File: src/hw/rtl/psd_pkg.sv
// Shared widths, codes and beat types for the period step and distance block.
package psd_pkg;

    localparam int YEAR_W    = 32;
    localparam int POS_W     = 16;
    localparam int STEP_W    = 32;
    localparam int DIST_W    = 32;
    localparam int CFG_W     = 16;
    localparam int CFG_IDX_W = 1;

    localparam int DVD_W  = (STEP_W > YEAR_W) ? STEP_W : YEAR_W;
    localparam int REM_W  = CFG_W + 1;
    localparam int PROD_W = DVD_W + CFG_W;
    localparam int CMP_W  = (POS_W > CFG_W) ? POS_W : CFG_W;
    localparam int S1_W   = CMP_W + 2;
    localparam int WIDE_B = (PROD_W > YEAR_W) ? PROD_W : YEAR_W;
    localparam int WIDE_W = ((WIDE_B > S1_W) ? WIDE_B : S1_W) + 2;

    localparam logic [CFG_IDX_W-1:0] REG_PARTITIONS = 1'b0;
    localparam logic [CFG_IDX_W-1:0] REG_YEARS      = 1'b1;

    localparam logic OP_ADVANCE = 1'b0;
    localparam logic OP_MEASURE = 1'b1;

    localparam logic [1:0] ORD_SAME    = 2'b00;
    localparam logic [1:0] ORD_LATER   = 2'b01;
    localparam logic [1:0] ORD_EARLIER = 2'b11;

    typedef struct packed {
        logic [CFG_W-1:0] n_raw;
        logic [CFG_W-1:0] n_eff;
        logic [CFG_W-1:0] m_eff;
    } psd_cfg_t;

    typedef struct packed {
        logic              op;
        logic              neg;
        logic              zero;
        logic              bad;
        logic [1:0]        ord;
        logic [YEAR_W-1:0] year;
        logic [POS_W-1:0]  pos;
        logic [POS_W:0]    pdiff;
    } psd_side_t;

    typedef struct packed {
        logic [YEAR_W-1:0] new_year;
        logic [POS_W-1:0]  new_position;
        logic [1:0]        order;
        logic [DIST_W-1:0] distance;
        logic              bad_input;
        logic              overflow;
    } psd_res_t;

endpackage

File: src/hw/rtl/psd_div.sv
// Restoring divider pipeline, one quotient bit per stage, side data alongside.
module psd_div
    import psd_pkg::*;
(
    input  logic             aclk,
    input  logic             aresetn,
    input  logic             en,
    input  logic             in_valid,
    input  logic [DVD_W-1:0] dividend,
    input  logic [CFG_W-1:0] divisor,
    input  psd_side_t        side_in,
    output logic             out_valid,
    output logic [DVD_W-1:0] quot,
    output logic [CFG_W-1:0] rem,
    output psd_side_t        side_out
);

    logic             vld_reg  [DVD_W];
    logic [DVD_W-1:0] acc_reg  [DVD_W];
    logic [CFG_W-1:0] rem_reg  [DVD_W];
    logic [CFG_W-1:0] dsr_reg  [DVD_W];
    psd_side_t        side_reg [DVD_W];

    logic             vld_in   [DVD_W];
    logic [DVD_W-1:0] acc_in   [DVD_W];
    logic [CFG_W-1:0] rem_in   [DVD_W];
    logic [CFG_W-1:0] dsr_in   [DVD_W];
    psd_side_t        side_in_s [DVD_W];

    genvar i;
    generate
        for (i = 0; i < DVD_W; i++) begin : g_stage
            logic [REM_W-1:0] trial;
            logic             ge;
            logic [REM_W-1:0] diff;

            if (i == 0) begin : g_first
                assign vld_in[i]    = in_valid;
                assign acc_in[i]    = dividend;
                assign rem_in[i]    = '0;
                assign dsr_in[i]    = divisor;
                assign side_in_s[i] = side_in;
            end else begin : g_next
                assign vld_in[i]    = vld_reg[i-1];
                assign acc_in[i]    = acc_reg[i-1];
                assign rem_in[i]    = rem_reg[i-1];
                assign dsr_in[i]    = dsr_reg[i-1];
                assign side_in_s[i] = side_reg[i-1];
            end

            always_comb begin
                trial = {rem_in[i], acc_in[i][DVD_W-1]};
                diff  = trial - {1'b0, dsr_in[i]};
                ge    = (trial >= {1'b0, dsr_in[i]});
            end

            always_ff @(posedge aclk) begin
                if (!aresetn) begin
                    vld_reg[i] <= 1'b0;
                end else if (en) begin
                    vld_reg[i] <= vld_in[i];
                end
            end

            always_ff @(posedge aclk) begin
                if (en) begin
                    acc_reg[i]  <= {acc_in[i][DVD_W-2:0], ge};
                    rem_reg[i]  <= ge ? diff[CFG_W-1:0] : trial[CFG_W-1:0];
                    dsr_reg[i]  <= dsr_in[i];
                    side_reg[i] <= side_in_s[i];
                end
            end
        end
    endgenerate

    assign out_valid = vld_reg[DVD_W-1];
    assign quot      = acc_reg[DVD_W-1];
    assign rem       = rem_reg[DVD_W-1];
    assign side_out  = side_reg[DVD_W-1];

endmodule

File: config.mk
export PLATFORM = sky130hd
export DESIGN_NAME = psd_div
export DESIGN_NICKNAME = d
export VERILOG_FILES = /design/src/hw/rtl/psd_pkg.sv /design/src/hw/rtl/psd_div.sv
export SDC_FILE = /design/constraint.sdc
export NUM_CORES = 2
export LEC_CHECK = 0
export BUFFER_PORTS_ARGS = -buffer_cell sky130_fd_sc_hd__buf_4
export CORE_UTILIZATION = 40
export CTS_CLUSTER_DIAMETER = 150
export DETAILED_ROUTE_END_ITERATION = 16
export MAX_ROUTING_LAYER = met4
export PLACE_DENSITY = 0.58
export SLEW_MARGIN = 5
export SYNTH_ARGS = -nofsm -noshare
export SYNTH_HDL_FRONTEND = slang
export SYNTH_MEMORY_MAX_BITS = 65536
export SYNTH_SLANG_ARGS = --single-unit
File: constraint.sdc
create_clock -name aclk -period 4.8 [get_ports aclk]
set_input_delay 0.24 -clock aclk [delete_from_list [all_inputs] [get_ports aclk]]
set_output_delay 0.24 -clock aclk [all_outputs]
set_load 0.05 [all_outputs]
* Yosys cells after proc, flatten, opt, wreduce, memory -nomap -nowiden
Memories as Yosys holds them, arrays and structs flattened.
Index checks and enable logic that the tools add are counted.
** Storage, ports and cells
- Memory bits (writable) :: 4352
- Memories kept :: 5
- Input port bits :: 123
- Output and inout port bits :: 120
- Bits in registers :: 0
- Word-level logic and storage cells :: 170
** Cells by class
- Add/sub/neg operators :: 32
- Bitwise operators :: 32
- Magnitude comparators :: 32
- Multiplexer cells :: 69
** Memories
- side_reg :: depth 32, bits a word 71, read ports 32, clocked after Yosys merged registers in 0, write ports 32, line psd_div.sv:22 : psd_side_t side_reg [DVD_W];
- acc_reg :: depth 32, bits a word 32, read ports 32, clocked after Yosys merged registers in 0, write ports 32, line psd_div.sv:19 : logic [DVD_W-1:0] acc_reg [DVD_W];
- dsr_reg :: depth 32, bits a word 16, read ports 31, clocked after Yosys merged registers in 0, write ports 32, line psd_div.sv:21 : logic [CFG_W-1:0] dsr_reg [DVD_W];
- rem_reg :: depth 32, bits a word 16, read ports 32, clocked after Yosys merged registers in 0, write ports 32, line psd_div.sv:20 : logic [CFG_W-1:0] rem_reg [DVD_W];
- vld_reg :: depth 32, bits a word 1, read ports 32, clocked after Yosys merged registers in 0, write ports 32, line psd_div.sv:18 : logic vld_reg [DVD_W];
** Operators with widths (number)
- 17-bit by 16-bit greater-or-equal comparator with 1-bit output :: 31
- 16-bit two-way mux :: 32
- 16-bit subtractor :: 31
- 1-bit two-way mux :: 37
- 1-bit bitwise OR :: 32
- 1-bit by 16-bit greater-or-equal comparator with 1-bit output :: 1
- 1-bit by 16-bit subtractor with 16-bit output :: 1

* Depth between registers and ports, before layout
- Word-level depth :: 4
- Mapped depth :: 13
- Gate-level depth less buffers :: 12

* Least setup slack after synthesis
Ideal clock, no wire load.
- Kind :: reg2reg
- Start :: memory rem_reg[8][5]
- End :: memory rem_reg[9][10] (data pin)
- Setup time :: 0.260 ns
- Period minus slack after synthesis :: 2.975 ns
- Required time :: 4.540 ns
- Arrival :: 2.715 ns
- Slack :: 1.825 ns
- Cell stages (with the launch flop) :: 11
- Path buffers :: 1
- Cells stage by stage :: edfxtp_1 ha_1 a21oi_2 o21ai_2 or3_1 o211a_1 o21ai_4 a31oi_4 nor4_4 buf_6 mux2_4
** RTL lines (line)
- start: declaration :: psd_div.sv:20

==> Implementation_results.wiki <==
{| class="wikitable"
! Metric !! Value
|-
| Post-synth cell types || 90
|-
| CTS tree || built
|-
| VDD IR max || between 0.3 and 0.4 mV
|-
| Clk root buf || sky130_fd_sc_hd__clkbuf_16
|-
| Number of sinks on the clock net || about 4300
|-
| Aggregate routed wire length || 258000 µm
|-
| 1st-iter DRT viols || about 5000
|-
| Share of Yosys cell area claimed by the top area cell type || 81.4%
|-
| Path length in cells of the critical path || 10
|-
| Post-detailed-placement half-perimeter wirelength || about 160000 µm
|-
| Wirelength per Cell || ~17 µm
|-
| TritonRoute pass-1 iters || 5
|-
| Max-Slew Margin vs Limit || about 19%
|-
| Via count of the routed design || 72000
|-
| Destination of the critical timing path || rem_reg[28][3]$_DFFE_PP_
|-
| Static leakage || between 60 and 70 nW
|-
| Setup TNS || 0 ps
|-
| Final period demand of the worst path || 3770 ps
|-
| Die area || 402000 µm²
|-
| Type of the worst setup path || reg2reg
|-
| Worst-case reg-to-reg path depth || 10
|-
| Syn nets || between 9000 and 10000
|-
| Capture instance of the worst register-to-register path || rem_reg[28][3]$_DFFE_PP_
|-
| Buf+Inv Stages, Crit Path || 1
|-
| Fin. Hold Viols || 0
|-
| Most instantiated library cell after synthesis || sky130_fd_sc_hd__edfxtp_1
|-
| Pin count of the biggest net entering global routing || around 160
|-
| Die H || 634 µm
|-
| Flip-flop and latch count after synthesis || 4336
|-
| Bufs on Longest Clock Path || 4
|-
| Run status || completed
|-
| Core area || just under 400000 µm²
|-
| PD cells || 572 nW/µm²
|-
| Instance count of the mapped netlist || between 8000 and 9000
|-
| Kind of end point of the critical path || flip-flop
|-
| Most instantiated cells after synthesis || sky130_fd_sc_hd__edfxtp_1 (4335), sky130_fd_sc_hd__inv_1 (650), sky130_fd_sc_hd__ha_1 (498)
|-
| Max Clock Skew || roughly 76 ps
|-
| Initial Util || 40.3%
|-
| Slew @ Worst Pin || 1210 ps
|-
| Setup crit start || dsr_reg[1][177]$_DFFE_PP_
|-
| Global-route wire length before repair || about 410000 µm
|-
| Most common flop cell mapped by yosys || sky130_fd_sc_hd__edfxtp_1
|-
| Clock-pin transition on the worst setup and hold timing paths || around 60 ps
|-
| Critical path's top delay family || compound AO/OA/AOI/OAI gates
|-
| # DRC || 0
|-
| Part of the Yosys area used for sequential elements || around 81%
|-
| CTS resizes || 0
|-
| Number of setup violations in the final report || 0
|-
| Max FFs per register || 2272
|-
| CTS H-tree depth || 5
|-
| Count of flip-flops with a built-in enable after synthesis || 4335
|-
| CTS buffer count || approximately 440
|-
| Worst-path cell chain || inv_1, ha_1, nor2b_1, o31a_1, o31ai_1, a41oi_1, a221o_1, o21ai_1, nand2_1, mux2_2
|-
| # fillers || 33200
|-
| Overflow left after global routing || 0
|-
| Number of nets with antenna violations after routing || 0
|-
| Synthesis warning total || 0
|-
| Worst-skew pair later-pin latency || approximately 980 ps
|-
| Initial antenna violation count || 11
|-
| Die Span X || between 600 and 700 µm
|-
| CP Launch Type || flip-flop
|-
| Library cell with the largest summed area after synthesis || sky130_fd_sc_hd__edfxtp_1
|-
| Overall power of the completed layout || 106 mW
|-
| Cell row count || between 200 and 250
|-
| Worst EP arrival || between 4000 and 5000 ps
|-
| Number of global-route vias before repair || 73300
|-
| FFs w/ async S/R, synth || 0%
|-
| Hold Path Class || in2reg
|-
| Share of post-route cells with drive strength above 1 || between 10% and 20%
|-
| I/O Buffers || about 240
|-
| Vias per std cell || 4.74
|-
| Crit path required time || between 5000 and 6000 ps
|-
| Fin. max-slew vios || 0
|-
| I/O pin total || ~240
|-
| Unrepaired setup endpoints after global routing || no
|-
| Layout overhead on the synthesized area || 16.2%
|-
| Launch point of the worst reg-to-reg path || dsr_reg[1][177]$_DFFE_PP_
|-
| Minimum setup slack among reg-to-reg paths || about 1000 ps
|-
| Mean post-synth cell area || around 19 µm²
|-
| Crit-path max cell delay || roughly 530 ps
|-
| Combined global-route utilization of all metal layers || about an eighth
|-
| NumNets Final || a little over 10000
|-
| Final estimated routing congestion in global placement || ~0.86
|-
| Count of max-cap constraint violations || 0
|-
| Cells taking the most area after synthesis || sky130_fd_sc_hd__edfxtp_1 (81%), sky130_fd_sc_hd__ha_1 (3.9%), sky130_fd_sc_hd__inv_1 (1.5%)
|-
| Critical-path cell with the highest stage delay || sky130_fd_sc_hd__nand2_1
|-
| Period Utilization, post-route || between 70% and 80%
|-
| Critical Path Fanout Max || 25
|-
| Area of the mapped netlist || about 160000 µm²
|-
| Fmax || 265 MHz
|}
through the flow:
step	cells	hold WS (ps)	cell area [µm²]	setup slack, ps	util (%)
after floorplan	8637	339	160000	1820	-
after global placement	14100	400	169000	1150	42.6
after global routing	15200	12.5	186000	725	46.8
after CTS	15200	3.03	186000	1050	46.8
after detailed placement	14100	405	169000	1070	42.6
final	15200	74.1	186000	1030	46.8
logic make-up (layout without fill, tap and decap cells):
group           after synthesis  in the layout  share of synthesized area, %
other cells                   0              5                             0
mux                         300            300                          2.12
fa+ha+maj                   529            529                          4.29
xor+xnor                    349            349                          1.91
flops                      4336           4336                          81.4
simple gates               1162           1162                          3.50
compound gates             1234           1234                          4.98
buf+inv                     727           2031                          1.78
worst min-delay path by stage:
stage / startpoint / endpoint / slack [ps] / cells past startpoint
floorplan: dividend[9] / acc_reg[0][10]$_DFFE_PP_ / 340 / 0
global placement: side_reg[8][18]$_DFFE_PP_ / side_reg[9][18]$_DFFE_PP_ / 400 / 0
detailed placement: acc_reg[9][28]$_DFFE_PP_ / acc_reg[10][29]$_DFFE_PP_ / 400 / 0
CTS: dividend[18] / acc_reg[0][19]$_DFFE_PP_ / 3 / 2
global route: dividend[18] / acc_reg[0][19]$_DFFE_PP_ / 10 / 2
finish: dividend[18] / acc_reg[0][19]$_DFFE_PP_ / 70 / 2
area by class of cell:
cell class              count  area, µm²  area share (%)
clock inverters           298       3030            1.63
inverters                 650       2440            1.31
diodes                      5       12.5         0.00674
multi-input cells        3574      26900            14.5
clock buffers             522      11400            6.15
well taps                5242       6560            3.53
repair buffers            561       5220            2.81
flip-flops and latches   4336     130000            70.1
metal layers:
metal	global-route usage, %	routed length (µm)	vias to the layer above
li1	-	-	35100
met1	16.7	115000	35300
met2	21.2	125000	1133
met3	2.26	10200	516
met4	4.05	7480	0
met5	-	0	-
repair_timing:
action,4_1_cts,5_1_grt
hold buffers,233,0
setup buffers,0,0
endpoints found under the hold margin,219,0
where the power goes:
| part | internal [mW] | total [mW] | switching, mW |
|---|---|---|---|
| clock | 19.3 | 33.6 | 14.3 |
| sequential | 47.7 | 49.9 | 2.15 |
| combinational | 10.2 | 22.8 | 12.6 |
| total | 77.2 | 106 | 29.1 |
placed cells by master, fill, tap and decap left out, drive strengths merged, types with 104 or more instances in the layout:
cell	count
a21o	104
dlygate4sd3	233
nor2	326
inv	667
xnor2	240
edfxtp	4335
mux2	255
nand2	289
clkinv	218
buf	328
clkbuf	522
a21oi	346
ha	498
xor2	109
o21ai	337
(Power assumes the default switching activity.)
