--- src/hw/rtl/psd_pkg.sv ---
// Shared widths, codes and beat types for the period step and distance block.
package psd_pkg;

    localparam int YEAR_W    = 32;
    localparam int POS_W     = 16;
    localparam int STEP_W    = 32;
    localparam int DIST_W    = 32;
    localparam int CFG_W     = 16;
    localparam int CFG_IDX_W = 1;

    localparam int DVD_W  = (STEP_W > YEAR_W) ? STEP_W : YEAR_W;
    localparam int REM_W  = CFG_W + 1;
    localparam int PROD_W = DVD_W + CFG_W;
    localparam int CMP_W  = (POS_W > CFG_W) ? POS_W : CFG_W;
    localparam int S1_W   = CMP_W + 2;
    localparam int WIDE_B = (PROD_W > YEAR_W) ? PROD_W : YEAR_W;
    localparam int WIDE_W = ((WIDE_B > S1_W) ? WIDE_B : S1_W) + 2;

    localparam logic [CFG_IDX_W-1:0] REG_PARTITIONS = 1'b0;
    localparam logic [CFG_IDX_W-1:0] REG_YEARS      = 1'b1;

    localparam logic OP_ADVANCE = 1'b0;
    localparam logic OP_MEASURE = 1'b1;

    localparam logic [1:0] ORD_SAME    = 2'b00;
    localparam logic [1:0] ORD_LATER   = 2'b01;
    localparam logic [1:0] ORD_EARLIER = 2'b11;

    typedef struct packed {
        logic [CFG_W-1:0] n_raw;
        logic [CFG_W-1:0] n_eff;
        logic [CFG_W-1:0] m_eff;
    } psd_cfg_t;

    typedef struct packed {
        logic              op;
        logic              neg;
        logic              zero;
        logic              bad;
        logic [1:0]        ord;
        logic [YEAR_W-1:0] year;
        logic [POS_W-1:0]  pos;
        logic [POS_W:0]    pdiff;
    } psd_side_t;

    typedef struct packed {
        logic [YEAR_W-1:0] new_year;
        logic [POS_W-1:0]  new_position;
        logic [1:0]        order;
        logic [DIST_W-1:0] distance;
        logic              bad_input;
        logic              overflow;
    } psd_res_t;

endpackage

--- src/hw/rtl/psd_prep.sv ---
// Front stages: range checks, year and position differences, step magnitude, divider operand select.
module psd_prep
    import psd_pkg::*;
(
    input  logic              aclk,
    input  logic              aresetn,
    input  logic              en,
    input  logic              in_valid,
    input  logic              op,
    input  logic [YEAR_W-1:0] year,
    input  logic [POS_W-1:0]  position,
    input  logic [STEP_W-1:0] steps,
    input  logic [YEAR_W-1:0] other_year,
    input  logic [POS_W-1:0]  other_position,
    input  psd_cfg_t          cfg,
    output logic              out_valid,
    output logic [DVD_W-1:0]  dividend,
    output logic [CFG_W-1:0]  divisor,
    output psd_side_t         side
);

    logic              v1_reg;
    logic              op1_reg;
    logic [YEAR_W-1:0] year1_reg;
    logic [POS_W-1:0]  pos1_reg;
    logic [STEP_W-1:0] mag1_reg;
    logic              neg1_reg;
    logic              zero1_reg;
    logic              bad1_reg;
    logic [YEAR_W:0]   ydiff1_reg;
    logic [POS_W:0]    pdiff1_reg;

    logic              v2_reg;
    logic [DVD_W-1:0]  dividend2_reg;
    logic [CFG_W-1:0]  divisor2_reg;
    psd_side_t         side2_reg;

    logic              neg1_next;
    logic [STEP_W-1:0] mag1_next;
    logic              pos_bad;
    logic              opos_bad;
    logic              bad1_next;
    logic [YEAR_W:0]   ydiff1_next;
    logic [POS_W:0]    pdiff1_next;

    logic [1:0]        ord2;
    logic [YEAR_W:0]   ydist2;
    logic [DVD_W-1:0]  dividend2_next;
    logic [CFG_W-1:0]  divisor2_next;
    psd_side_t         side2_next;

    always_comb begin
        neg1_next   = steps[STEP_W-1];
        mag1_next   = neg1_next ? (~steps + STEP_W'(1)) : steps;
        pos_bad     = (position == '0) || (CMP_W'(position) > CMP_W'(cfg.n_raw));
        opos_bad    = (other_position == '0) ||
                      (CMP_W'(other_position) > CMP_W'(cfg.n_raw));
        bad1_next   = pos_bad || ((op == OP_MEASURE) && opos_bad);
        ydiff1_next = {year[YEAR_W-1], year} - {other_year[YEAR_W-1], other_year};
        pdiff1_next = {1'b0, position} - {1'b0, other_position};
    end

    always_ff @(posedge aclk) begin
        if (!aresetn) begin
            v1_reg <= 1'b0;
        end else if (en) begin
            v1_reg <= in_valid;
        end
    end

    always_ff @(posedge aclk) begin
        if (en) begin
            op1_reg    <= op;
            year1_reg  <= year;
            pos1_reg   <= position;
            mag1_reg   <= mag1_next;
            neg1_reg   <= neg1_next;
            zero1_reg  <= (steps == '0);
            bad1_reg   <= bad1_next;
            ydiff1_reg <= ydiff1_next;
            pdiff1_reg <= pdiff1_next;
        end
    end

    always_comb begin
        if (ydiff1_reg != '0) begin
            ord2 = ydiff1_reg[YEAR_W] ? ORD_EARLIER : ORD_LATER;
        end else if (pdiff1_reg != '0) begin
            ord2 = pdiff1_reg[POS_W] ? ORD_EARLIER : ORD_LATER;
        end else begin
            ord2 = ORD_SAME;
        end
        ydist2 = (ord2 == ORD_LATER) ? ydiff1_reg : (~ydiff1_reg + (YEAR_W+1)'(1));
        if (op1_reg == OP_MEASURE) begin
            dividend2_next = DVD_W'(ydist2[YEAR_W-1:0]);
            divisor2_next  = cfg.m_eff;
        end else begin
            dividend2_next = DVD_W'(mag1_reg);
            divisor2_next  = cfg.n_eff;
        end
        side2_next.op    = op1_reg;
        side2_next.neg   = neg1_reg;
        side2_next.zero  = zero1_reg;
        side2_next.bad   = bad1_reg;
        side2_next.ord   = (op1_reg == OP_MEASURE) ? ord2 : ORD_SAME;
        side2_next.year  = year1_reg;
        side2_next.pos   = pos1_reg;
        side2_next.pdiff = pdiff1_reg;
    end

    always_ff @(posedge aclk) begin
        if (!aresetn) begin
            v2_reg <= 1'b0;
        end else if (en) begin
            v2_reg <= v1_reg;
        end
    end

    always_ff @(posedge aclk) begin
        if (en) begin
            dividend2_reg <= dividend2_next;
            divisor2_reg  <= divisor2_next;
            side2_reg     <= side2_next;
        end
    end

    assign out_valid = v2_reg;
    assign dividend  = dividend2_reg;
    assign divisor   = divisor2_reg;
    assign side      = side2_reg;

endmodule

--- config.mk ---
export PLATFORM = sky130hd
export DESIGN_NAME = psd_prep
export DESIGN_NICKNAME = d
export VERILOG_FILES = /design/src/hw/rtl/psd_pkg.sv /design/src/hw/rtl/psd_prep.sv
export SDC_FILE = /design/constraint.sdc
export NUM_CORES = 1
export LEC_CHECK = 0
export BUFFER_PORTS_ARGS = -buffer_cell sky130_fd_sc_hd__buf_2
export CORE_MARGIN = 10
export CORE_UTILIZATION = 49
export CTS_BUF_LIST = sky130_fd_sc_hd__clkbuf_16
export CTS_CLUSTER_DIAMETER = 80
export CTS_CLUSTER_SIZE = 16
export DETAILED_ROUTE_END_ITERATION = 12
export GPL_ROUTABILITY_DRIVEN = 0
export PLACE_DENSITY = 0.77
export SLEW_MARGIN = 20
export SYNTH_ARGS = -nofsm -noshare
export SYNTH_HDL_FRONTEND = slang
export SYNTH_SLANG_ARGS = --single-unit
export TNS_END_PERCENT = 20
--- constraint.sdc ---
create_clock -name aclk -period 3.5 [get_ports aclk]
set_clock_uncertainty 0.15 [all_clocks]
set_input_delay 0.7 -clock aclk [delete_from_list [all_inputs] [get_ports aclk]]
set_output_delay 0.7 -clock aclk [all_outputs]
set_load 0.05 [all_outputs]
* After elaboration in Yosys (flattened, before gate mapping)
Index checks and enable logic that the tools add are counted.
** Storage, ports and cells
- Register bits after elaboration :: 255
- Input port bits :: 181
- Output and inout bits :: 120
- Word-level logic and storage cells :: 48
** Cells by class
- $add $sub $neg :: 4
- $lt $le $gt $ge :: 2
- Equal/unequal tests :: 1
- Muxes and demuxes :: 8
- Bitwise gates (word level) :: 2
- Reduce and logical (&&, ||, !) cells :: 9
** Operators with widths (number)
- $add 32x1->32 const B :: 2
- $mux 32 :: 2
- $not 32->32 :: 2
- $reduce_bool 33->1 :: 1
- $sub 32x32->33 :: 1
- $gt 16x16->1 :: 2
- $logic_not 16->1 :: 2
- $logic_not 32->1 :: 1
- $mux 31 :: 1
- $reduce_bool 17->1 :: 1
- $sub 16x16->17 :: 1
- $mux 16 :: 1
- $mux 2 :: 4
- $logic_or 1x1->1 :: 3
- $eq 2x1->1 const B :: 1
- $logic_and 1x1->1 :: 1

* Logic depth before layout (Yosys ltp)
- Word-level depth :: 6
- Mapped depth :: 12
- Gate-level depth less buffers :: 11

* Least setup slack after synthesis
Ideal clock, no wire load.
- Path kind :: input port to flip-flop
- From :: in steps[13]
- To :: reg mag1_reg[27] (data pin)
- Arrival :: 3.222 ns
- Required time :: 3.089 ns
- Slack :: -0.134 ns
- Cell stages on the path :: 8
- Path buffers :: 0
- Cell sequence :: or4_4 or3_1 or2_1 or4b_1 or2_4 or3_4 o41ai_4 xnor2_1
** On the way
- Longest elaborated chain between the ends :: 3
** Ends and longest elaborated chain
- start, declared :: line psd_prep.sv:12 : input logic [STEP_W-1:0] steps,
- $not 32->32 :: line psd_prep.sv:54 : mag1_next = neg1_next ? (~steps + STEP_W'(1)) : steps;
- $add 32x1->32 :: line psd_prep.sv:54
- $mux 31 :: line psd_prep.sv:54
- via mag1_next[27] :: line psd_prep.sv:39 : logic [STEP_W-1:0] mag1_next;
- end signal, assigned :: line psd_prep.sv:76 : mag1_reg <= mag1_next;
- end, declared :: line psd_prep.sv:26 : logic [STEP_W-1:0] mag1_reg;
The timed path passes the listed nets, and every way through them passes these cells.
A chain may end at the register's enable or synchronous reset.

* Worst setup path in the final report
Same ends and word-level chain as after synthesis.

==> metrics.yaml <==
run_status:
  status: "finished clean"
setup_path:
  crit_path_top_delay_cell: "or4_4"
  end_kind: "flop"
  worstPathMaxFanout: 4
  crit_chain: "buf_2 -> or4_4 -> or3_4 -> or2_1 -> or4b_4 -> or2_4 -> or3_4 -> o41ai_4 -> xnor2_1"
  rr_worst_depth: 11
  path_common_cell: "or3_4"
  crit_required_ns: 3.59
  path_class: "input pin to flop"
  critPathArrivalTime_ns: 3.52
  crit_family: "simple AND/OR/NAND/NOR gates"
  critical_path.max_stage_delay_ns: 0.55
  worst-path-stages: 9
  start_kind: "input pin"
  crit_buf_inv: 1
power:
  power_frac_comb_pct: 22.4
  ir_drop_mv: 0.332
  p_sw_mw: 2.30
  clock_power_share_pct: 27.6
  power.share.switching_pct: 29.5
  p_seq_share_pct: 50.0
  power_density_nw_per_um2: 497
  power.internal_mw: 5.50
  cellLeakagePower_nw: 6.66
  power_mw: 7.81
logic_synthesis:
  seq_area_frac_synth_pct: 58.6
  synth_area_leader_cell: "edfxtp_1"
  ys_top_cells_by_area: "edfxtp_1, ha_1, xnor2_1"
  ys_warn_count: 0
  yosys.area.top_type_share_pct: 58.3
  syn_inst: 1055
  synth_flop_cell: "edfxtp_1"
  yosys.cell_types.count: 61
  async_reset_ff_share_pct: 0
  syn-mean-instance-area_um2: 12.3
  synth_common_cells: "edfxtp_1, inv_1, ha_1, a21oi_1, nor2_1"
  synth_edf_count: 253
  synth_nets: 1320
  ys_seq_elements: 255
  synth.most_common_cell: "edfxtp_1"
  synth_area_um2: 13000
timing:
  fin_tns_setup_ns: 0
  finalHoldViolations: 0
  setup_viol_count_final: 0
  fmax_mhz: 292
  min_period_ns: 3.43
  slew_headroom_pct: 56.3
  final-max-slew-violation-count: 0
  tightest_slew_ns: 0.655
  rsz0062_at_grt: "yes"
  timing.final.crit_share_pct: 97.9
die:
  fp.dieH_um: 183
  rows: 59
  die_w_um: 183
  pin_count: 301
  coreArea_um2: 26100
  die-area_um2: 33500
  start_util_pct: 49.9
global_route:
  grt_max_degree: 85
  gr-total-overflow: 0
  antenna_found_initial: 8
  grt_pass1_vias: 9381
  grt_pass1_wl_um: 49100
  track_usage_pct: 18.2
final_layout:
  instances_no_fill: 1722
  nNetsFinal: 1642
  largest_reg_flops: 71
  fillCellCount: 2137
  layout-drive-gt1-share_pct: 28.2
  syn2layout_area_growth_pct: 20.6
  multiInputGateArea_um2: 4990
  finish.utilization_pct: 60.1
  seq_area_um2: 7640
routing:
  routedWlPerCell_um: 18.6
  drtIter0Drc: 654
  routed_wirelength_um: 32100
  ant_nets: 0
  dr_total_vias: 9322
  drt-pass1-iter-count: 5
  drc: 0
  routed_via_density: 5.41
job:
  cap_violations: 0
clock_tree:
  cts_root_buffer: "clkbuf_16"
  cts.htree.levels: 1
  clk_latency_ns: 0.50
  cts_num_sinks: 255
  clk_pin_slew_worst_paths_ns: 0.07
  cts_setup_buffers: 0
  cts_tree: "built"
  clk_path_buf_depth: 3
  cts_buffers: 20
placed_design:
  dp_cells: 1690
  dp_hpwl_um: 25100
  portBuffers: 300
min_path:
  hold_path.class: "input pin to flop"
  hold_depth: 1
final timing paths:
kind / startpoint / endpoint / slack, ns
setup reg to reg: ydiff1_reg[1] / dividend[10] / 0.23
hold reg to reg: pos1_reg[9] / side[26] / 0.26
hold / removal: year[5] / year1_reg[5] / 0.25
setup / recovery: steps[13] / mag1_reg[27] / 0.07
cells in the final DEF, fill, tap and decap left out, types with 4 or more instances in the layout:
cell type / n
buf_2: 299
edfxtp_1: 253
inv_1: 90
ha_1: 82
a21oi_1: 79
nor2_1: 76
xnor2_1: 56
nand2_1: 49
o21ai_0: 42
xor2_1: 42
a21o_1: 36
buf_4: 24
nand4_1: 21
clkbuf_16: 21
mux2_2: 17
o31ai_1: 16
nand3_1: 14
nor4_1: 14
o21a_1: 12
nor2b_1: 11
nand2b_1: 11
o41ai_1: 9
nor3_1: 9
o21bai_1: 8
or4_1: 7
or2_2: 6
o211ai_1: 6
a31oi_1: 6
a21boi_0: 4
power by group through the flow:
stage / clock network (mW) / logic, mW / registers, mW
2_1_floorplan: 0 / 0.720 / 4.39
3_3_place_gp: 0 / 1.70 / 3.96
3_5_place_dp: 0 / 1.74 / 3.97
4_1_cts: 2.22 / 1.75 / 3.90
5_1_grt: 2.32 / 1.89 / 3.93
6_report: 2.16 / 1.75 / 3.90
routing by layer:
metal	GRT usage, %	part of all wire, %	vias to the layer above
li1	-	-	4555
met1	22.0	41	4395
met2	31.1	48	322
met3	6.03	9.3	40
met4	3.93	1.4	10
met5	0	0.22	-
final cells by class:
class | instances | area share (%)
multi-input cells | 688 | 31.7
flip-flops and latches | 255 | 48.6
well taps | 335 | 2.67
inverters | 85 | 2.03
clock buffers | 21 | 3.34
diodes | 2 | 0.0318
repair buffers | 327 | 11.1
clock inverters | 9 | 0.438
stage by stage:
step / cell area, um^2 / setup WS [ns] / hold WS [ns]
CTS: 15700 / 0.0234 / 0.226
detailed placement: 15100 / -0.506 / 0.255
floorplan: 13000 / -0.134 / 0.250
global placement: 15100 / -0.417 / 0.251
global route: 15700 / -0.00546 / 0.222
finish: 15700 / 0.0721 / 0.247
what timing repair did:
action                                  4_1_cts  5_1_grt
gates resized for setup                       0        5
endpoints found under the hold margin         0        0
hold buffers                                  0        0
endpoints found under the setup margin        0       22
worst reg2reg max path, stage by stage (launching register included):
cell	delay, ns
edfxtp_1	0.40
inv_1	0.11
ha_1	0.21
or4b_2	0.67
nor2_2	0.21
nand2_1	0.11
nor3_2	0.25
a21o_1	0.19
buf_12	0.17
o21ai_0	0.12
xor2_1	0.28
a21oi_1	0.12
kinds of logic (layout without fill, tap and decap cells):
family	count (synthesis)	after routing	share of synthesized area, %
muxes	20	20	1.70
xor gates and xnor gates	98	98	6.59
other	0	2	0
DFF	255	255	58.6
and+or+nand+nor	243	243	9.44
AOI/OAI and AO/OA	243	243	12.2
adders and majority gates	84	84	8.18
buffers and inverters	112	442	3.25
Power figures use the tool's default switching activity.
