===== src/hw/rtl/psd_pkg.sv =====
// Shared widths, codes and beat types for the period step and distance block.
package psd_pkg;

    localparam int YEAR_W    = 32;
    localparam int POS_W     = 16;
    localparam int STEP_W    = 32;
    localparam int DIST_W    = 32;
    localparam int CFG_W     = 16;
    localparam int CFG_IDX_W = 1;

    localparam int DVD_W  = (STEP_W > YEAR_W) ? STEP_W : YEAR_W;
    localparam int REM_W  = CFG_W + 1;
    localparam int PROD_W = DVD_W + CFG_W;
    localparam int CMP_W  = (POS_W > CFG_W) ? POS_W : CFG_W;
    localparam int S1_W   = CMP_W + 2;
    localparam int WIDE_B = (PROD_W > YEAR_W) ? PROD_W : YEAR_W;
    localparam int WIDE_W = ((WIDE_B > S1_W) ? WIDE_B : S1_W) + 2;

    localparam logic [CFG_IDX_W-1:0] REG_PARTITIONS = 1'b0;
    localparam logic [CFG_IDX_W-1:0] REG_YEARS      = 1'b1;

    localparam logic OP_ADVANCE = 1'b0;
    localparam logic OP_MEASURE = 1'b1;

    localparam logic [1:0] ORD_SAME    = 2'b00;
    localparam logic [1:0] ORD_LATER   = 2'b01;
    localparam logic [1:0] ORD_EARLIER = 2'b11;

    typedef struct packed {
        logic [CFG_W-1:0] n_raw;
        logic [CFG_W-1:0] n_eff;
        logic [CFG_W-1:0] m_eff;
    } psd_cfg_t;

    typedef struct packed {
        logic              op;
        logic              neg;
        logic              zero;
        logic              bad;
        logic [1:0]        ord;
        logic [YEAR_W-1:0] year;
        logic [POS_W-1:0]  pos;
        logic [POS_W:0]    pdiff;
    } psd_side_t;

    typedef struct packed {
        logic [YEAR_W-1:0] new_year;
        logic [POS_W-1:0]  new_position;
        logic [1:0]        order;
        logic [DIST_W-1:0] distance;
        logic              bad_input;
        logic              overflow;
    } psd_res_t;

endpackage


===== src/hw/rtl/psd_post.sv =====
// Back stages: carry or borrow, span multiply, year or distance sum, result fields.
module psd_post
    import psd_pkg::*;
(
    input  logic             aclk,
    input  logic             aresetn,
    input  logic             en,
    input  logic             in_valid,
    input  logic [DVD_W-1:0] quot,
    input  logic [CFG_W-1:0] rem,
    input  psd_side_t        side_in,
    input  psd_cfg_t         cfg,
    output logic             out_valid,
    output psd_res_t         res
);

    logic              va_reg;
    psd_side_t         sidea_reg;
    logic [DVD_W-1:0]  qa_reg;
    logic [S1_W-1:0]   s1a_reg;

    logic              vb_reg;
    psd_side_t         sideb_reg;
    logic [DVD_W-1:0]  qqb_reg;
    logic [S1_W-1:0]   npb_reg;

    logic              vc_reg;
    psd_side_t         sidec_reg;
    logic [PROD_W-1:0] prodc_reg;
    logic [S1_W-1:0]   npc_reg;

    logic              vd_reg;
    psd_side_t         sided_reg;
    logic [WIDE_W-1:0] wided_reg;
    logic [S1_W-1:0]   npd_reg;

    logic [S1_W-1:0]   pos_x;
    logic [S1_W-1:0]   rem_x;
    logic [S1_W-1:0]   n_x;
    logic [S1_W-1:0]   s1a_next;
    logic              carry;
    logic [S1_W-1:0]   npb_next;
    logic [DVD_W-1:0]  qqb_next;
    logic [CFG_W-1:0]  factor;
    logic [PROD_W-1:0] prodc_next;
    logic [WIDE_W-1:0] year_x;
    logic [WIDE_W-1:0] prod_x;
    logic [WIDE_W-1:0] pdiff_x;
    logic [WIDE_W-1:0] wided_next;
    logic [WIDE_W-YEAR_W:0] year_top;
    logic [WIDE_W-DIST_W:0] dist_top;
    logic              year_fits;
    logic              dist_fits;
    logic              np_fits;

    // stage A: position plus or minus remainder
    always_comb begin
        pos_x    = S1_W'(side_in.pos);
        rem_x    = S1_W'(rem);
        s1a_next = side_in.neg ? (pos_x - rem_x) : (pos_x + rem_x);
    end

    // stage B: carry or borrow into the span count
    always_comb begin
        n_x = S1_W'(cfg.n_eff);
        if ((sidea_reg.op != OP_ADVANCE) || sidea_reg.zero) begin
            carry = 1'b0;
        end else if (sidea_reg.neg) begin
            carry = s1a_reg[S1_W-1] || (s1a_reg == '0);
        end else begin
            carry = !s1a_reg[S1_W-1] && (s1a_reg > n_x);
        end
        if (carry) begin
            npb_next = sidea_reg.neg ? (s1a_reg + n_x) : (s1a_reg - n_x);
        end else begin
            npb_next = s1a_reg;
        end
        qqb_next = qa_reg + DVD_W'(carry);
    end

    // stage C: spans to years, or spans to positions
    always_comb begin
        factor     = (sideb_reg.op == OP_MEASURE) ? cfg.n_eff : cfg.m_eff;
        prodc_next = PROD_W'(qqb_reg) * PROD_W'(factor);
    end

    // stage D: final wide sum
    always_comb begin
        year_x  = {{(WIDE_W-YEAR_W){sidec_reg.year[YEAR_W-1]}}, sidec_reg.year};
        prod_x  = {{(WIDE_W-PROD_W){1'b0}}, prodc_reg};
        pdiff_x = {{(WIDE_W-POS_W-1){sidec_reg.pdiff[POS_W]}}, sidec_reg.pdiff};
        if (sidec_reg.op == OP_ADVANCE) begin
            wided_next = sidec_reg.neg ? (year_x - prod_x) : (year_x + prod_x);
        end else if (sidec_reg.ord == ORD_LATER) begin
            wided_next = prod_x + pdiff_x;
        end else begin
            wided_next = pdiff_x - prod_x;
        end
    end

    always_ff @(posedge aclk) begin
        if (!aresetn) begin
            va_reg <= 1'b0;
            vb_reg <= 1'b0;
            vc_reg <= 1'b0;
            vd_reg <= 1'b0;
        end else if (en) begin
            va_reg <= in_valid;
            vb_reg <= va_reg;
            vc_reg <= vb_reg;
            vd_reg <= vc_reg;
        end
    end

    always_ff @(posedge aclk) begin
        if (en) begin
            sidea_reg <= side_in;
            qa_reg    <= quot;
            s1a_reg   <= s1a_next;
            sideb_reg <= sidea_reg;
            qqb_reg   <= qqb_next;
            npb_reg   <= npb_next;
            sidec_reg <= sideb_reg;
            prodc_reg <= prodc_next;
            npc_reg   <= npb_reg;
            sided_reg <= sidec_reg;
            wided_reg <= wided_next;
            npd_reg   <= npc_reg;
        end
    end

    always_comb begin
        year_top  = wided_reg[WIDE_W-1:YEAR_W-1];
        dist_top  = wided_reg[WIDE_W-1:DIST_W-1];
        year_fits = (&year_top) || (~|year_top);
        dist_fits = (&dist_top) || (~|dist_top);
        np_fits   = (npd_reg[S1_W-1:POS_W] == '0);
        res.bad_input = sided_reg.bad;
        if (sided_reg.op == OP_ADVANCE) begin
            res.new_year     = wided_reg[YEAR_W-1:0];
            res.new_position = npd_reg[POS_W-1:0];
            res.order        = ORD_SAME;
            res.distance     = '0;
            res.overflow     = !year_fits || !np_fits;
        end else begin
            res.new_year     = '0;
            res.new_position = '0;
            res.order        = sided_reg.ord;
            res.distance     = wided_reg[DIST_W-1:0];
            res.overflow     = !dist_fits;
        end
    end

    assign out_valid = vd_reg;

endmodule


===== config.mk =====
export PLATFORM = sky130hd
export DESIGN_NAME = psd_post
export DESIGN_NICKNAME = d
export VERILOG_FILES = /design/src/hw/rtl/psd_pkg.sv /design/src/hw/rtl/psd_post.sv
export SDC_FILE = /design/constraint.sdc
export NUM_CORES = 2
export LEC_CHECK = 0
export BUFFER_PORTS_ARGS = -buffer_cell sky130_fd_sc_hd__buf_2
export CORE_MARGIN = 5
export CORE_UTILIZATION = 48
export CTS_CLUSTER_DIAMETER = 100
export CTS_CLUSTER_SIZE = 8
export DETAILED_ROUTE_END_ITERATION = 12
export PLACE_DENSITY = 0.65
export SLEW_MARGIN = 20
export SYNTH_ARGS = -nofsm -noshare
export SYNTH_HDL_FRONTEND = slang
export SYNTH_SLANG_ARGS = --single-unit

===== constraint.sdc =====
create_clock -name aclk -period 12.54 [get_ports aclk]
set_input_delay 1.881 -clock aclk [delete_from_list [all_inputs] [get_ports aclk]]
set_output_delay 1.881 -clock aclk [all_outputs]
set_load 0.02 [all_outputs]

# Word level (Yosys, flattened, before mapping)
# Index checks and enable logic that the tools add are counted.
dict set report op_classes {
  n_addsub 9
  mul 1
  div_mod_pow 0
  magnitude_cmp 1
  n_eq_ne 1
  shifts 0
  mux 11
  n_bitwise 0
  n_reduce_logical 13
}
# cell count
set ops {}
lappend ops {{two-way mux 50 bit} 3}
lappend ops {{two-way mux 82 bit} 1}
lappend ops {{two-way mux 18 bit} 3}
lappend ops {{adder 32 x 49 -> 50 bit} 1}
lappend ops {{adder 49 x 17 -> 50 bit} 1}
lappend ops {{subtractor 17 x 49 -> 50 bit} 1}
lappend ops {{subtractor 32 x 49 -> 50 bit} 1}
lappend ops {{multiplier 32 x 16 -> 48 bit} 1}
lappend ops {{adder 32 x 1 -> 32 bit} 1}
lappend ops {{AND reduction 19 bit} 1}
lappend ops {{OR reduction 19 bit} 1}
lappend ops {{adder 18 x 16 -> 18 bit} 1}
lappend ops {{> comparator 18 x 16 -> 1 bit} 1}
lappend ops {{logical NOT 18 bit} 1}
lappend ops {{subtractor 18 x 16 -> 18 bit} 1}
lappend ops {{adder 16 x 16 -> 17 bit} 1}
lappend ops {{subtractor 16 x 16 -> 17 bit} 1}
lappend ops {{two-way mux 16 bit} 1}
lappend ops {{logical NOT 1 bit} 4}
lappend ops {{logical OR 1 bit} 4}
lappend ops {{two-way mux 1 bit} 3}
lappend ops {{equality test 2 x 1 -> 1 bit, second input constant} 1}
lappend ops {{logical NOT 2 bit} 1}
lappend ops {{logical AND 1 bit} 1}
dict set report word_totals {
  register_bits 405
  latch_bits 0
  mem_bits_rw 0
  mem_bits_ro 0
  in_bits 171
  output_inout_bits 85
  word_cells 70
  mem_count 0
}

# Logic depth before layout (Yosys ltp)
dict set report depth {
  ltp_word 6
  ltp_mapped 28
  depth_no_buf 25
}

# Worst setup path before layout
# Ideal clock, no wire load.
dict set report synth_path {
  path_type {input to register}
  start {in cfg[20] in the netlist's numbering}
  end {reg prodc_reg[46] (data pin)}
  setup_time_ns 0.258
  t_arrival_ns 7.842
  required_time_ns 12.282
  path_slack_ns 4.441
  cell_stages 25
  path_buffers 2
  path_cell_list {mux2_2 clkbuf_1 and2_1 fa_1 inv_1 fa_1 fa_1 inv_1 fa_1 fa_1 inv_1 fa_1 inv_1 ha_1 clkbuf_1 a21o_1 a21oi_1 o211a_1 o31ai_1 a21oi_1 o31a_1 o31ai_1 a221o_1 a21oi_1 xnor2_1}
}
dict set report synth_between {
  elab_chain_len 2
}
# item line_no
set synth_rtl {}
lappend synth_rtl {{start: declaration} psd_post.sv:12} ;# input psd_cfg_t cfg,
lappend synth_rtl {{two-way mux 16 bit} psd_post.sv:83} ;# factor = (sideb_reg.op == OP_MEASURE) ? cfg.n_eff : cfg.m_eff;
lappend synth_rtl {{multiplier 32 x 16 -> 48 bit} psd_post.sv:84} ;# prodc_next = PROD_W'(qqb_reg) * PROD_W'(factor);
lappend synth_rtl {{named net prodc_next[46]} psd_post.sv:45} ;# logic [PROD_W-1:0] prodc_next;
lappend synth_rtl {{end signal: assignment} psd_post.sv:124} ;# prodc_reg <= prodc_next;
lappend synth_rtl {{end: declaration} psd_post.sv:29} ;# logic [PROD_W-1:0] prodc_reg;
# The timed path passes the listed nets, and every way through them passes these cells.
# A chain may end at the register's enable or synchronous reset.

# Worst setup path in the final report
dict set report layout_path {
  start {in cfg[26] in the netlist's numbering}
  end {reg prodc_reg[44] (data pin)}
}
# Same word-level chain as after synthesis.

==> out/metrics.cfg <==
[layout]
drive_above_1_share_pct=9.057
area_delta_synth_final_pct=9.106
final_cell_mix=inv_1 (528), nand2_1 (452), fa_1 (424), edfxtp_1 (401), ha_1 (285)
nets=5139
instances_no_fill=5408
final_common_cell=inv_1
largest_register_ffs=55

[yosys]
ys_seq_area_share_pct=29.88
synth_area_leaders=edfxtp_1 (30%), fa_1 (21%), ha_1 (8.8%)
synth-seq-cells=405
ys_warn_count=0
syn_avg_cell_area_um2=9.858
synthCells=4116
async_reset_ff_share_pct=0
syn_nets=4996
synth_edf_count=401
synthesis.area_mm2=0.04057
post-synth-top-area-fraction_pct=29.68
yosys.area.top_type=edfxtp_1
synthFlopType=edfxtp_1
synthDistinctLibCells=88

[global_routing]
overflow=0
grt_pass1_wl_um=160000
grt_pass1_vias=29630
antenna_found_initial=5
grt_usage_pct=21.99
grt_max_degree=106

[critical_path]
worst-path-stages=23
path_max_fanout=32
crit_buf_inv=4
reg2reg_depth=22
worstPathCellList=buf_2 -> mux2_2 -> nand2_1 -> fa_1 -> inv_1 -> fa_1 -> fa_1 -> fa_1 -> fa_1 -> inv_1 -> fa_1 -> inv_1 -> ha_1 -> a21o_1 -> a21oi_1 -> o211a_1 -> o31ai_1 -> a21oi_1 -> o31a_1 -> o31ai_1 -> a21o_1 -> a21oi_1 -> xnor2_1
worst-setup-path-type=input port to flop
reg2reg_setup_slack_ps=4160
rr_endpoint=prodc_reg[44]
critical_path.max_stage_delay_ps=770
arrival_ps=9060
slowest_stage=mux2_2
end_kind=flop
critPathRequiredTime_ps=12890
crit_start=cfg[26]
worstSetupStartpointType=input port
r2r_start=sideb_reg[70]
crit_family=adder cells
path_common_cell=fa_1
crit_end=prodc_reg[44]

[floorplan]
rows=106
dieArea_mm2=0.09044
dieWidth_um=300.7
die_h_um=300.7
initial_utilization_pct=48.48
io_pins=256
core_mm2=0.08369

[timing]
min_period_over_period_pct=69.39
tns_ps=0
finalHoldViolCount=0
rsz0062_at_grt=no
fin_ws_ps=3838
slew_viol_final=0
tightest_slew_ps=980.6
min_period_ps=8702
skew_ps=37.54
setup_viol=0
slew_headroom_pct=34.63
fmax_ghz=0.1149

[clocking]
clk_pin_slew_ps=50
cts_tree=done
cts_root_buf=clkbuf_16
postCtsSetupBuffers=0
hold_buffers=0
cts_buffers=57
ctsResizeCount=0
ctsHtreeMaxLevel=2
cts.sinks=405
clkLatencyLatePin_ps=640
clockBufferDepth=3

[detailed_routing]
drc=0
drt_iter0_drc=1659
via_per_inst=5.411
routed_wl_um=99030
vias=29260
drt_pass1_iterations=5
antenna_left=0
avgRoutedWirePerCell_um=18.31

[min_path]
hold_path_class=flop to flop
min_path_cells=0

[place]
place_congestion=0.9015
dp_cells=5333
io_buffer_count=239
dp_hpwl_um=77710
dp_slack_ps=3155

[outcome]
outcome=finished clean

[run]
drv_cap=0

[cells by family (layout without fill, tap and decap cells)]
logic type,Yosys count,after routing,share of synthesized area (%)
AND/OR/NAND/NOR,1264,1264,15.33
adder cells (fa/ha/maj),709,709,29.71
buffers and inverters,705,862,6.562
AO/OA/AOI/OAI,703,703,11.16
flip-flops,405,405,29.88
XOR/XNOR,281,281,6.066
multiplexers,49,49,1.298
other,0,1,0
[cell usage after synthesis (13+ instances only)]
cell / instances
inv_1: 528
nand2_1: 452
fa_1: 424
edfxtp_1: 401
ha_1: 285
and2_1: 267
a21oi_1: 244
nor2_1: 203
xnor2_1: 170
clkbuf_1: 159
o21ai_0: 122
xor2_1: 111
a21o_1: 102
nor2b_1: 73
nand3_1: 49
nor3_1: 46
nand4_1: 45
o21bai_1: 34
and3_1: 32
mux2_2: 29
o21a_1: 24
a211oi_1: 22
nand2b_1: 22
nor4_1: 22
a31oi_1: 20
mux2i_1: 20
o31ai_1: 17
o211ai_1: 13
or2_2: 13
[how the worst min path moves through the flow]
stage | to | start
floorplan | npc_reg[0] | npb_reg[0]
global placement | res[1] | sidec_reg[67]
detailed placement | npd_reg[7] | npc_reg[7]
CTS | sidec_reg[53] | sideb_reg[53]
global route | sidec_reg[53] | sideb_reg[53]
finish | npd_reg[16] | npc_reg[16]
[per-stage QoR]
step | utilization (%) | hold WS [ps] | instance area, µm²
global route | 52.89 | 405.6 | 44270
finish | 52.90 | 409.0 | 44270
global placement | 50.99 | 400.8 | 42670
CTS | 52.88 | 404.5 | 44250
floorplan | - | 400.3 | 40570
detailed placement | 50.99 | 404.5 | 42670
[worst register-to-register path, cell delays in order, from the launching register on]
cell,delay (ps)
edfxtp_1,900
mux2_2,920
nand2_1,220
fa_1,570
inv_1,50
fa_1,560
fa_1,450
fa_1,480
fa_1,510
inv_1,60
fa_1,490
inv_1,50
ha_1,410
a21o_1,180
a21oi_1,100
o211a_1,250
o31ai_1,230
a21oi_1,130
o31a_1,330
o31ai_1,500
a21o_1,200
a21oi_1,70
xnor2_1,460
[per-layer routing]
metal  vias to the layer above  part of all wire [%]  track usage (%)
li1                      14000                     -                -
met1                     14340                    44            30.05
met2                       750                    48            37.45
met3                       157                   4.9            2.841
met4                         6                   2.6            5.582
met5                         -                 0.033                0
[area by class of cell]
class,instances,area (µm²)
Fill cell,7546,39420
Multi-Input combinational cell,3006,25790
Sequential cell,405,12120
Inverter,530,1989
Clock buffer,68,1478
Tap cell,1134,1419
Timing Repair Buffer,259,1364
Clock inverter,5,102.6
Antenna cell,1,2.502
Power is left out: the tool's default activity adds up to more than one toggle a clock period on the data nets, which glitch-free logic cannot reach.
